### config.mk
export PLATFORM = sky130hd
export DESIGN_NAME = volume_mute_ramp_flat
export DESIGN_NICKNAME = d
export VERILOG_FILES = /design/src/hdl/vmr_pkg.sv /design/src/hdl/vmr_if.sv /design/src/hdl/vmr_csr.sv /design/src/hdl/vmr_core.sv /design/src/hdl/volume_mute_ramp.sv /design/src/flat_wrapper.sv
export SDC_FILE = /design/constraint.sdc
export NUM_CORES = 1
export LEC_CHECK = 0
export ABC_CLOCK_PERIOD_IN_PS = 6700
export BUFFER_PORTS_ARGS = -buffer_cell sky130_fd_sc_hd__buf_2
export CAP_MARGIN = 20
export CORE_ASPECT_RATIO = 0.75
export CORE_MARGIN = 2
export CORE_UTILIZATION = 66
export DETAILED_ROUTE_END_ITERATION = 6
export HOLD_SLACK_MARGIN = 0.08
export PLACE_DENSITY = 0.83
export SLEW_MARGIN = 0
export SYNTH_ARGS = -nofsm -noshare
export SYNTH_HDL_FRONTEND = slang
export SYNTH_SLANG_ARGS = --single-unit
### constraint.sdc
create_clock -name clock -period 6.7 [get_ports clock]
set_input_delay 0.67 -clock clock [delete_from_list [all_inputs] [get_ports clock]]
set_output_delay 0.67 -clock clock [all_outputs]
set_load 0.1 [all_outputs]
### src/hdl/vmr_pkg.sv
// Package: shared types, codes and reset values for the volume mute ramp.
package vmr_pkg;

   localparam int VOL_W   = 16;
   localparam int DELAY_W = 10;
   localparam int IDX_W   = 3;
   localparam int CSR_W   = 16;

   // Register indexes on the configuration port
   localparam logic [IDX_W-1:0] CSR_RANGE_MIN    = 3'd0;
   localparam logic [IDX_W-1:0] CSR_RANGE_MAX    = 3'd1;
   localparam logic [IDX_W-1:0] CSR_STEP_SIZE    = 3'd2;
   localparam logic [IDX_W-1:0] CSR_DELAY_SLOW   = 3'd3;
   localparam logic [IDX_W-1:0] CSR_DELAY_MEDIUM = 3'd4;
   localparam logic [IDX_W-1:0] CSR_DELAY_FAST   = 3'd5;

   // Register reset values
   localparam logic [VOL_W-1:0]   RST_RANGE_MIN    = 16'd0;
   localparam logic [VOL_W-1:0]   RST_RANGE_MAX    = 16'd255;
   localparam logic [VOL_W-1:0]   RST_STEP_SIZE    = 16'd12;
   localparam logic [DELAY_W-1:0] RST_DELAY_SLOW   = 10'd15;
   localparam logic [DELAY_W-1:0] RST_DELAY_MEDIUM = 10'd30;
   localparam logic [DELAY_W-1:0] RST_DELAY_FAST   = 10'd45;

   // Request opcodes
   localparam logic [1:0] OP_TICK   = 2'd0;
   localparam logic [1:0] OP_MUTE   = 2'd1;
   localparam logic [1:0] OP_UNMUTE = 2'd2;
   localparam logic [1:0] OP_STOP   = 2'd3;

   // Speed codes
   localparam logic [1:0] SPEED_SLOW   = 2'd0;
   localparam logic [1:0] SPEED_MEDIUM = 2'd1;
   localparam logic [1:0] SPEED_FAST   = 2'd2;
   localparam logic [1:0] SPEED_SAT    = 2'd3;

   // Mode codes as reported on the result channel
   localparam logic [1:0] MODE_IDLE     = 2'd0;
   localparam logic [1:0] MODE_MUTING   = 2'd1;
   localparam logic [1:0] MODE_UNMUTING = 2'd2;

   typedef enum logic [2:0] {
      ST_IDLE     = 3'b001,
      ST_MUTING   = 3'b010,
      ST_UNMUTING = 3'b100
   } ramp_state_type;

   typedef struct packed {
      logic [VOL_W-1:0]   range_min;
      logic [VOL_W-1:0]   range_max;
      logic [VOL_W-1:0]   step_size;
      logic [DELAY_W-1:0] delay_slow;
      logic [DELAY_W-1:0] delay_medium;
      logic [DELAY_W-1:0] delay_fast;
   } cfg_type;

   function automatic logic [1:0] mode_code(input ramp_state_type st);
      logic [1:0] m;
      begin
         case (st)
            ST_MUTING:   m = MODE_MUTING;
            ST_UNMUTING: m = MODE_UNMUTING;
            default:     m = MODE_IDLE;
         endcase
         return m;
      end
   endfunction

endpackage

### src/hdl/vmr_if.sv
// Interfaces: request and result channels of the volume mute ramp.
interface vmr_req_if
   import vmr_pkg::*;
();
   logic             valid;
   logic             ready;
   logic [1:0]       op;
   logic [1:0]       speed;
   logic [VOL_W-1:0] present_volume;

   modport source (output valid, output op, output speed, output present_volume,
                   input ready);
   modport sink   (input valid, input op, input speed, input present_volume,
                   output ready);
endinterface

interface vmr_rsp_if
   import vmr_pkg::*;
();
   logic             valid;
   logic             ready;
   logic [VOL_W-1:0] volume;
   logic             volume_write;
   logic             ramp_finished;
   logic [1:0]       ramp_mode;

   modport source (output valid, output volume, output volume_write,
                   output ramp_finished, output ramp_mode, input ready);
   modport sink   (input valid, input volume, input volume_write,
                   input ramp_finished, input ramp_mode, output ready);
endinterface

### src/hdl/vmr_csr.sv
// Configuration register bank of the volume mute ramp.
module vmr_csr
   import vmr_pkg::*;
(
   input  logic             clock,
   input  logic             reset,
   input  logic             csr_we,
   input  logic [IDX_W-1:0] csr_index,
   input  logic [CSR_W-1:0] csr_wdata,
   output cfg_type          cfg
);

   cfg_type cfg_ff;
   cfg_type cfg_in;

   // Decode the write into the register copy
   always_comb begin
      cfg_in = cfg_ff;
      if (csr_we) begin
         case (csr_index)
            CSR_RANGE_MIN:    cfg_in.range_min    = csr_wdata[VOL_W-1:0];
            CSR_RANGE_MAX:    cfg_in.range_max    = csr_wdata[VOL_W-1:0];
            CSR_STEP_SIZE:    cfg_in.step_size    = csr_wdata[VOL_W-1:0];
            CSR_DELAY_SLOW:   cfg_in.delay_slow   = csr_wdata[DELAY_W-1:0];
            CSR_DELAY_MEDIUM: cfg_in.delay_medium = csr_wdata[DELAY_W-1:0];
            CSR_DELAY_FAST:   cfg_in.delay_fast   = csr_wdata[DELAY_W-1:0];
            default:          cfg_in = cfg_ff;
         endcase
      end
   end

   always_ff @(posedge clock) begin
      if (reset) begin
         cfg_ff.range_min    <= RST_RANGE_MIN;
         cfg_ff.range_max    <= RST_RANGE_MAX;
         cfg_ff.step_size    <= RST_STEP_SIZE;
         cfg_ff.delay_slow   <= RST_DELAY_SLOW;
         cfg_ff.delay_medium <= RST_DELAY_MEDIUM;
         cfg_ff.delay_fast   <= RST_DELAY_FAST;
      end else begin
         cfg_ff <= cfg_in;
      end
   end

   assign cfg = cfg_ff;

endmodule

### src/hdl/vmr_core.sv
// Ramp state, step arithmetic and result register of the volume mute ramp.
module vmr_core
   import vmr_pkg::*;
(
   input  logic      clock,
   input  logic      reset,
   input  cfg_type   cfg,
   vmr_req_if.sink   req,
   vmr_rsp_if.source rsp
);

   ramp_state_type     state_ff, state_in;
   logic [VOL_W-1:0]   volume_ff, volume_in;
   logic [1:0]         speed_ff, speed_in;
   logic [DELAY_W-1:0] count_ff, count_in;

   logic               rsp_valid_ff, rsp_valid_in;
   logic [VOL_W-1:0]   rsp_volume_ff;
   logic               rsp_write_ff, rsp_write_in;
   logic               rsp_finished_ff, rsp_finished_in;
   logic [1:0]         rsp_mode_ff;

   logic               accept;
   logic [1:0]         req_speed;
   logic [DELAY_W-1:0] delay_sel;
   logic [DELAY_W-1:0] period;
   logic [DELAY_W-1:0] count_inc;
   logic [VOL_W:0]     floor_sum;
   logic [VOL_W:0]     up_sum;
   logic [VOL_W-1:0]   vol_down;
   logic [VOL_W-1:0]   vol_up;
   logic [VOL_W-1:0]   vol_step;
   logic               at_bound;
   ramp_state_type     dir;

   // Result register frees up when taken; a new transfer can land the same cycle
   assign req.ready = !rsp_valid_ff || rsp.ready;
   assign accept    = req.valid && req.ready;

   // Speed code 3 behaves as fast
   assign req_speed = (req.speed == SPEED_SAT) ? SPEED_FAST : req.speed;

   // Step period of the active speed, zero acts as one
   always_comb begin
      case (speed_ff)
         SPEED_SLOW:   delay_sel = cfg.delay_slow;
         SPEED_MEDIUM: delay_sel = cfg.delay_medium;
         default:      delay_sel = cfg.delay_fast;
      endcase
   end
   assign period    = (delay_sel == '0) ? DELAY_W'(1) : delay_sel;
   assign count_inc = count_ff + DELAY_W'(1);

   // Clamped step in both directions
   assign floor_sum = {1'b0, cfg.range_min} + {1'b0, cfg.step_size};
   assign vol_down  = ({1'b0, volume_ff} >= floor_sum) ? (volume_ff - cfg.step_size)
                                                       : cfg.range_min;
   assign up_sum    = {1'b0, volume_ff} + {1'b0, cfg.step_size};
   assign vol_up    = (up_sum > {1'b0, cfg.range_max}) ? cfg.range_max
                                                       : up_sum[VOL_W-1:0];
   assign vol_step  = (state_ff == ST_MUTING) ? vol_down : vol_up;
   assign at_bound  = (state_ff == ST_MUTING) ? (vol_step == cfg.range_min)
                                              : (vol_step == cfg.range_max);

   assign dir = (req.op == OP_MUTE) ? ST_MUTING : ST_UNMUTING;

   // Next state for one item
   always_comb begin
      state_in        = state_ff;
      volume_in       = volume_ff;
      speed_in        = speed_ff;
      count_in        = count_ff;
      rsp_write_in    = 1'b0;
      rsp_finished_in = 1'b0;
      case (req.op)
         OP_TICK: begin
            if (state_ff != ST_IDLE) begin
               count_in = count_inc;
               if (count_inc >= period) begin
                  count_in     = '0;
                  volume_in    = vol_step;
                  rsp_write_in = 1'b1;
                  if (at_bound) begin
                     state_in        = ST_IDLE;
                     rsp_finished_in = 1'b1;
                  end
               end
            end
         end
         OP_MUTE, OP_UNMUTE: begin
            state_in = dir;
            if (state_ff == ST_IDLE) begin
               volume_in = req.present_volume;
               speed_in  = req_speed;
               count_in  = '0;
            end else if (speed_ff != req_speed) begin
               speed_in = req_speed;
               count_in = '0;
            end
         end
         default: begin
            if (state_ff != ST_IDLE) begin
               state_in        = ST_IDLE;
               count_in        = '0;
               rsp_finished_in = 1'b1;
            end
         end
      endcase
   end

   assign rsp_valid_in = accept ? 1'b1 : (rsp.ready ? 1'b0 : rsp_valid_ff);

   // Control and ramp state
   always_ff @(posedge clock) begin
      if (reset) begin
         state_ff     <= ST_IDLE;
         volume_ff    <= '0;
         speed_ff     <= SPEED_SLOW;
         count_ff     <= '0;
         rsp_valid_ff <= 1'b0;
      end else begin
         rsp_valid_ff <= rsp_valid_in;
         if (accept) begin
            state_ff  <= state_in;
            volume_ff <= volume_in;
            speed_ff  <= speed_in;
            count_ff  <= count_in;
         end
      end
   end

   // Result payload
   always_ff @(posedge clock) begin
      if (accept) begin
         rsp_volume_ff   <= volume_in;
         rsp_write_ff    <= rsp_write_in;
         rsp_finished_ff <= rsp_finished_in;
         rsp_mode_ff     <= mode_code(state_in);
      end
   end

   assign rsp.valid         = rsp_valid_ff;
   assign rsp.volume        = rsp_volume_ff;
   assign rsp.volume_write  = rsp_write_ff;
   assign rsp.ramp_finished = rsp_finished_ff;
   assign rsp.ramp_mode     = rsp_mode_ff;

`ifndef ASSERT_OFF
   // Period counter rests at zero while no ramp runs
   a_idle_count: assert property (@(posedge clock) disable iff (reset)
      (state_ff == ST_IDLE) |-> (count_ff == '0))
      else $error("period counter nonzero while idle");

   // A finished ramp always reports idle
   a_finish_idle: assert property (@(posedge clock) disable iff (reset)
      (rsp_valid_ff && rsp_finished_ff) |-> (rsp_mode_ff == MODE_IDLE))
      else $error("ramp finished but mode not idle");

   // Only a tick can step the volume
   a_write_tick: assert property (@(posedge clock) disable iff (reset)
      (accept && (req.op != OP_TICK)) |=> !rsp_write_ff)
      else $error("volume step on a non-tick item");

   // Input is held off only by a pending, untaken result
   a_ready_skid: assert property (@(posedge clock) disable iff (reset)
      !req.ready |-> (rsp_valid_ff && !rsp.ready))
      else $error("input stalled without a pending result");
`endif

endmodule

### src/hdl/volume_mute_ramp.sv
// Top level of the volume mute ramp: register bank and ramp core.
//
//   channel   direction  handshake      payload
//   req_chan  in         valid/ready    op, speed, present_volume
//   rsp_chan  out        valid/ready    volume, volume_write, ramp_finished, ramp_mode
//   csr_*     in         write enable   csr_index, csr_wdata
//
// One item per cycle unless a result stalls; its result is registered in the cycle
// after the transfer. The ramp state update is a single clamped add or subtract.
// The result register lets a new item in while the held result is taken.
// A stalled result blocks input only until rsp_chan.ready returns.
// Reset is synchronous and restores register defaults and the idle state.
module volume_mute_ramp
   import vmr_pkg::*;
(
   input  logic             clock,
   input  logic             reset,
   vmr_req_if.sink          req_chan,
   vmr_rsp_if.source        rsp_chan,
   input  logic             csr_we,
   input  logic [IDX_W-1:0] csr_index,
   input  logic [CSR_W-1:0] csr_wdata
);

   cfg_type cfg;

   // Configuration registers
   vmr_csr u_csr (
      .clock     (clock),
      .reset     (reset),
      .csr_we    (csr_we),
      .csr_index (csr_index),
      .csr_wdata (csr_wdata),
      .cfg       (cfg)
   );

   // Ramp datapath and result register
   vmr_core u_core (
      .clock (clock),
      .reset (reset),
      .cfg   (cfg),
      .req   (req_chan),
      .rsp   (rsp_chan)
   );

endmodule
### src/flat_wrapper.sv
// flat-port wrapper written by rule: the top's interface ports become plain ports
module volume_mute_ramp_flat import vmr_pkg::*;
  (clock, reset, csr_we, csr_index, csr_wdata, req_chan_valid, req_chan_op, req_chan_speed, req_chan_present_volume, req_chan_ready, rsp_chan_valid, rsp_chan_volume, rsp_chan_volume_write, rsp_chan_ramp_finished, rsp_chan_ramp_mode, rsp_chan_ready);
  vmr_req_if req_chan_i ();
  vmr_rsp_if rsp_chan_i ();
  input  logic clock;
  input  logic reset;
  input  logic csr_we;
  input  logic [IDX_W-1:0] csr_index;
  input  logic [CSR_W-1:0] csr_wdata;
  input wire logic [$bits(req_chan_i.valid)-1:0] req_chan_valid;
  input wire logic [$bits(req_chan_i.op)-1:0] req_chan_op;
  input wire logic [$bits(req_chan_i.speed)-1:0] req_chan_speed;
  input wire logic [$bits(req_chan_i.present_volume)-1:0] req_chan_present_volume;
  output wire logic [$bits(req_chan_i.ready)-1:0] req_chan_ready;
  output wire logic [$bits(rsp_chan_i.valid)-1:0] rsp_chan_valid;
  output wire logic [$bits(rsp_chan_i.volume)-1:0] rsp_chan_volume;
  output wire logic [$bits(rsp_chan_i.volume_write)-1:0] rsp_chan_volume_write;
  output wire logic [$bits(rsp_chan_i.ramp_finished)-1:0] rsp_chan_ramp_finished;
  output wire logic [$bits(rsp_chan_i.ramp_mode)-1:0] rsp_chan_ramp_mode;
  input wire logic [$bits(rsp_chan_i.ready)-1:0] rsp_chan_ready;
  assign req_chan_i.valid = req_chan_valid;
  assign req_chan_i.op = req_chan_op;
  assign req_chan_i.speed = req_chan_speed;
  assign req_chan_i.present_volume = req_chan_present_volume;
  assign req_chan_ready = req_chan_i.ready;
  assign rsp_chan_valid = rsp_chan_i.valid;
  assign rsp_chan_volume = rsp_chan_i.volume;
  assign rsp_chan_volume_write = rsp_chan_i.volume_write;
  assign rsp_chan_ramp_finished = rsp_chan_i.ramp_finished;
  assign rsp_chan_ramp_mode = rsp_chan_i.ramp_mode;
  assign rsp_chan_i.ready = rsp_chan_ready;
  volume_mute_ramp u_core (.clock(clock), .reset(reset), .req_chan(req_chan_i), .rsp_chan(rsp_chan_i), .csr_we(csr_we), .csr_index(csr_index), .csr_wdata(csr_wdata));
endmodule
==> summary.md <==
| Metric | Value |
|---|---|
| Finish-stage setup viols | 0 |
| Non-filler cells, final | 1,505 |
| Vias in the first global route | 8,587 |
| Post-DRT Antenna Nets | 0 |
| FFs w/ async S/R, synth | 0% |
| Fin. Hold Viols | 0 |
| DIE AREA | 16,190 um2 |
| Pins Over Slew Limit | 0 |
| Final core utilization | 75.06% |
| Max Cap Viol | 0 |
| Share of power burned in registers | 34.3% |
| CTS buffer count | 17 |
| Synthesized area per cell | 7.915 um2 |
| # Post-CTS Setup Buffers | 0 |
| Clock skew | 0.01195 ns |
| Setup ws final | 0.8707 ns |
| Combinational share of power | 28.3% |
| Number of H-tree levels | 4 |
| Synthesis-stage register bit count | 130 |
| Fmax | 171.5 MHz |
| Rows | 38 |
| RSZ-0062 raised after global routing | no |
| Final Power | approximately 0.0025 W |
| CTS Buffer Depth | 2 |
| Worst r2r src | u_core.u_core.volume_ff[1]$_SDFFE_PP0P_ |
| Max-slew headroom | 27.61% |
| Clock share of power | 37.4% |
| Pint | between 0.0015 and 0.002 W |
| Hold Crit Endpoint | u_core.u_csr.cfg[15]$_SDFFE_PP0P_ |
| Grt met3 use | between 10% and 20% |
| Drt drc | 0 |
| Placed cell count | 1,473 |
| Root buffer cell | clkbuf_16 |
| Routability cong. | 1.051 |
| Kind of end point of the critical path | flop |
| TNS Setup | 0 ns |
| Number of synthesized flops with an enable pin | 20 |
| Vias | 9,567 |
| Worst-path clk slew | roughly 0.06 ns |
| Number of I/O port buffers | 65 |
| Fin crit period | approximately 6 ns |
| Ys flop type | dfxtp_1 |
| Worst endpoint required time | just under 7 ns |
| CP arrival | roughly 6.0 ns |
| Routed vias/inst | 6.357 |
| Grt ovf | 0 |
| Initial core utilization | 68.43% |
| Pre-CTS WS | 1.021 ns |
| Layout area overhead | 9.689% |
| Peak VDD IR | 185.2 uV |
| Critical-path maximum fanout | 25 |
| HPWL after DPL | 22,180 um |
| P_sw | 0.0008889 W |
| GR peak layer | met1 |
| CTS tree | yes |
| Critical path startpoint category | flop |
| Worst Hold Launch | u_core.u_csr.cfg[15]$_SDFFE_PP0P_ |
| M1 GR Usage | approximately 55% |
| Clk sinks | between 100 and 150 |
| Leak Pwr | 4.781 nW |
| Clk Latency, worst-skew pair | 0.42 ns |
| Met2 Use GR | 50.60% |
| Detailed-route wire length | 29,650 um |
| Core Area | between 10,000 and 15,000 um2 |
| Die Wd | 146.3 um |
| Final Cycle Share | 87.00% |
| Die Ht | between 100 and 150 um |
| Io pins | 66 |
| Yosys warns | 0 |
| Worst r2r path cells | 18 |
| Netlist Area Pre-Place | 10,020 um2 |
| Pwr Density | 231.8 nW/um2 |
| DR WL/cell | slightly below 20 um |
| DRT iter0 DRCs | 1,066 |
| Cts repair resizes | 0 |
| Slew @ Worst Pin | 1.083 ns |
| Netlist cell types | 78 |
| Synth Instances | between 1,000 and 1,500 |
| Hold path depth | 2 |
| Syn nets | ~1,400 |
| Worst reg2reg endpoint | u_core.u_core.rsp.volume[10]$_DFFE_PP_ |
| Crit Path Class | reg -> reg |
| Hold_buf cts | 0 |
| Min-Delay Path Class | reg -> reg |
| Largest net degree at the start of global routing | 93 |
| All-Layer GR Usage | 36.50% |
| Post-synthesis sequential area ratio | between 20% and 30% |
| Initial antenna violation count | 1 |
| # diodes | 0 |
| Status | finished clean |
| Global-route wire length before repair | between 40,000 and 50,000 um |
| Share of cells above drive strength 1 | 9.732% |
| Detailed Routing Iterations Pass 1 | 6 |
| Switching part of the total | 34.88% |
| Nets | 1,431 |
| R2R Setup Slk | around 0.87 ns |
[layout make-up]
cell class / instances / area [um2]
fill: 1178 / 3652
timing repair buffer: 73 / 387.9
clock buffer: 18 / 439.2
multi-input combinational: 1010 / 6723
inverter: 60 / 225.2
sequential: 130 / 2803
tap: 200 / 250.2
clock inverter: 14 / 163.9
[cells by family (layout without fill, tap and decap cells)]
logic type               count (synthesis)  in the layout  synth area share, %
AO/OA/AOI/OAI                          354            354                22.55
XOR/XNOR                                77             77                8.116
multiplexers                            37             37                3.796
AND/OR/NAND/NOR                        447            447                20.49
flip-flops                             130            130                27.97
buffers and inverters                  126            165                4.994
adder cells (fa/ha/maj)                 95             95                12.09
[cells in the final DEF, fill, tap and decap left out, types with 24 or more instances in the layout]
cell / Yosys / final
a21oi_1: 151 / 151
xnor2_1: 42 / 42
xor2_1: 25 / 25
nor2_1: 104 / 104
nand3_1: 24 / 24
o21ai_0: 53 / 52
nand2_1: 192 / 192
ha_1: 92 / 92
nor3_1: 26 / 26
inv_1: 59 / 59
mux2i_1: 29 / 29
dfxtp_1: 110 / 110
buf_2: 7 / 64
[power by group through the flow]
| stage | logic, W | clock network [W] | registers, W |
|---|---|---|---|
| 6_report | 0.000722 | 0.000952 | 0.000874 |
| 5_1_grt | 0.000781 | 0.000994 | 0.000876 |
| 4_1_cts | 0.000708 | 0.000957 | 0.000871 |
| 3_5_place_dp | 0.000703 | 0 | 0.000887 |
| 3_3_place_gp | 0.000690 | 0 | 0.000886 |
| 2_1_floorplan | 0.000476 | 0 | 0.000953 |
[worst max-delay path by stage]
stage	startpoint	slack, ns	cells after the start	to
3_3_place_gp	u_core.u_csr.cfg[31]$_SDFFE_PP0P_	1.16	18	u_core.u_core.rsp.volume[10]$_DFFE_PP_
6_report	u_core.u_core.volume_ff[1]$_SDFFE_PP0P_	0.87	18	u_core.u_core.rsp.volume[10]$_DFFE_PP_
5_1_grt	u_core.u_csr.cfg[63]$_SDFFE_PP0P_	0.52	21	u_core.u_core.rsp.volume[14]$_DFFE_PP_
4_1_cts	u_core.u_csr.cfg[30]$_SDFFE_PP0P_	0.99	19	u_core.u_core.rsp.volume[10]$_DFFE_PP_
2_1_floorplan	u_core.u_csr.cfg[31]$_SDFFE_PP0P_	2.08	20	u_core.u_core.rsp.volume[10]$_DFFE_PP_
3_5_place_dp	u_core.u_core.volume_ff[1]$_SDFFE_PP0P_	1.02	18	u_core.u_core.rsp.volume[10]$_DFFE_PP_
[synth_stat cells, drive strengths merged, types with 17 or more instances]
master	count	area, um2
a21o	22	165.2
nand2	192	720.7
nand3b	19	142.6
mux2i	29	290.3
clkbuf	52	195.2
xor2	25	219.0
nand3	24	120.1
nor3	27	140.1
ha	92	1151
edfxtp	20	600.6
nor2	104	390.4
xnor2	42	367.9
o21a	18	135.1
dfxtp	110	2202
a21oi	151	755.7
o21ai	55	275.3
inv	59	221.5
nor2b	17	106.4
[stage by stage]
stage | hold slack, ns | cell area [um2]
2_1_floorplan | 0.4357 | 10020
6_report | 0.4552 | 10990
3_5_place_dp | 0.4478 | 10390
4_1_cts | 0.4558 | 10990
3_3_place_gp | 0.4415 | 10390
5_1_grt | 0.4739 | 10990
[flip-flops by register name, indices dropped and copies added (netlist names)]
register,count
u_core.u_core.state_ff,3
u_core.u_core.rsp.ramp_mode,2
u_core.u_core.rsp.valid,1
u_core.u_core.count_ff,10
u_core.u_core.volume_ff,16
u_core.u_core.rsp.volume,16
u_core.u_core.rsp.ramp_finished,1
u_core.u_core.rsp.volume_write,1
u_core.u_core.speed_ff,2
u_core.u_csr.cfg,78
[layer usage]
metal | part of all wire, % | vias to the layer above
li1 | - | 4562
met1 | 45 | 4431
met2 | 40 | 529
met3 | 14 | 43
met4 | 1.9 | 2
met5 | 0.040 | -
[critical path: stages (launching register included)]
cell and delay [ns]:
dfxtp_1 0.49, inv_1 0.16, fa_1 0.48, o21ba_1 0.23
a2111o_1 0.48, a2111oi_4 0.39, o211ai_2 0.16, xnor2_1 0.30
ha_1 0.31, nand3_1 0.14, nor2_1 0.07, nor4_1 0.28
a31o_2 0.22, o211a_1 0.82, mux2i_1 0.45, nor2_1 0.06
o21ai_0 0.26, a21oi_1 0.11, a21o_1 0.16
Note: power is estimated with default switching activity, not from simulation.
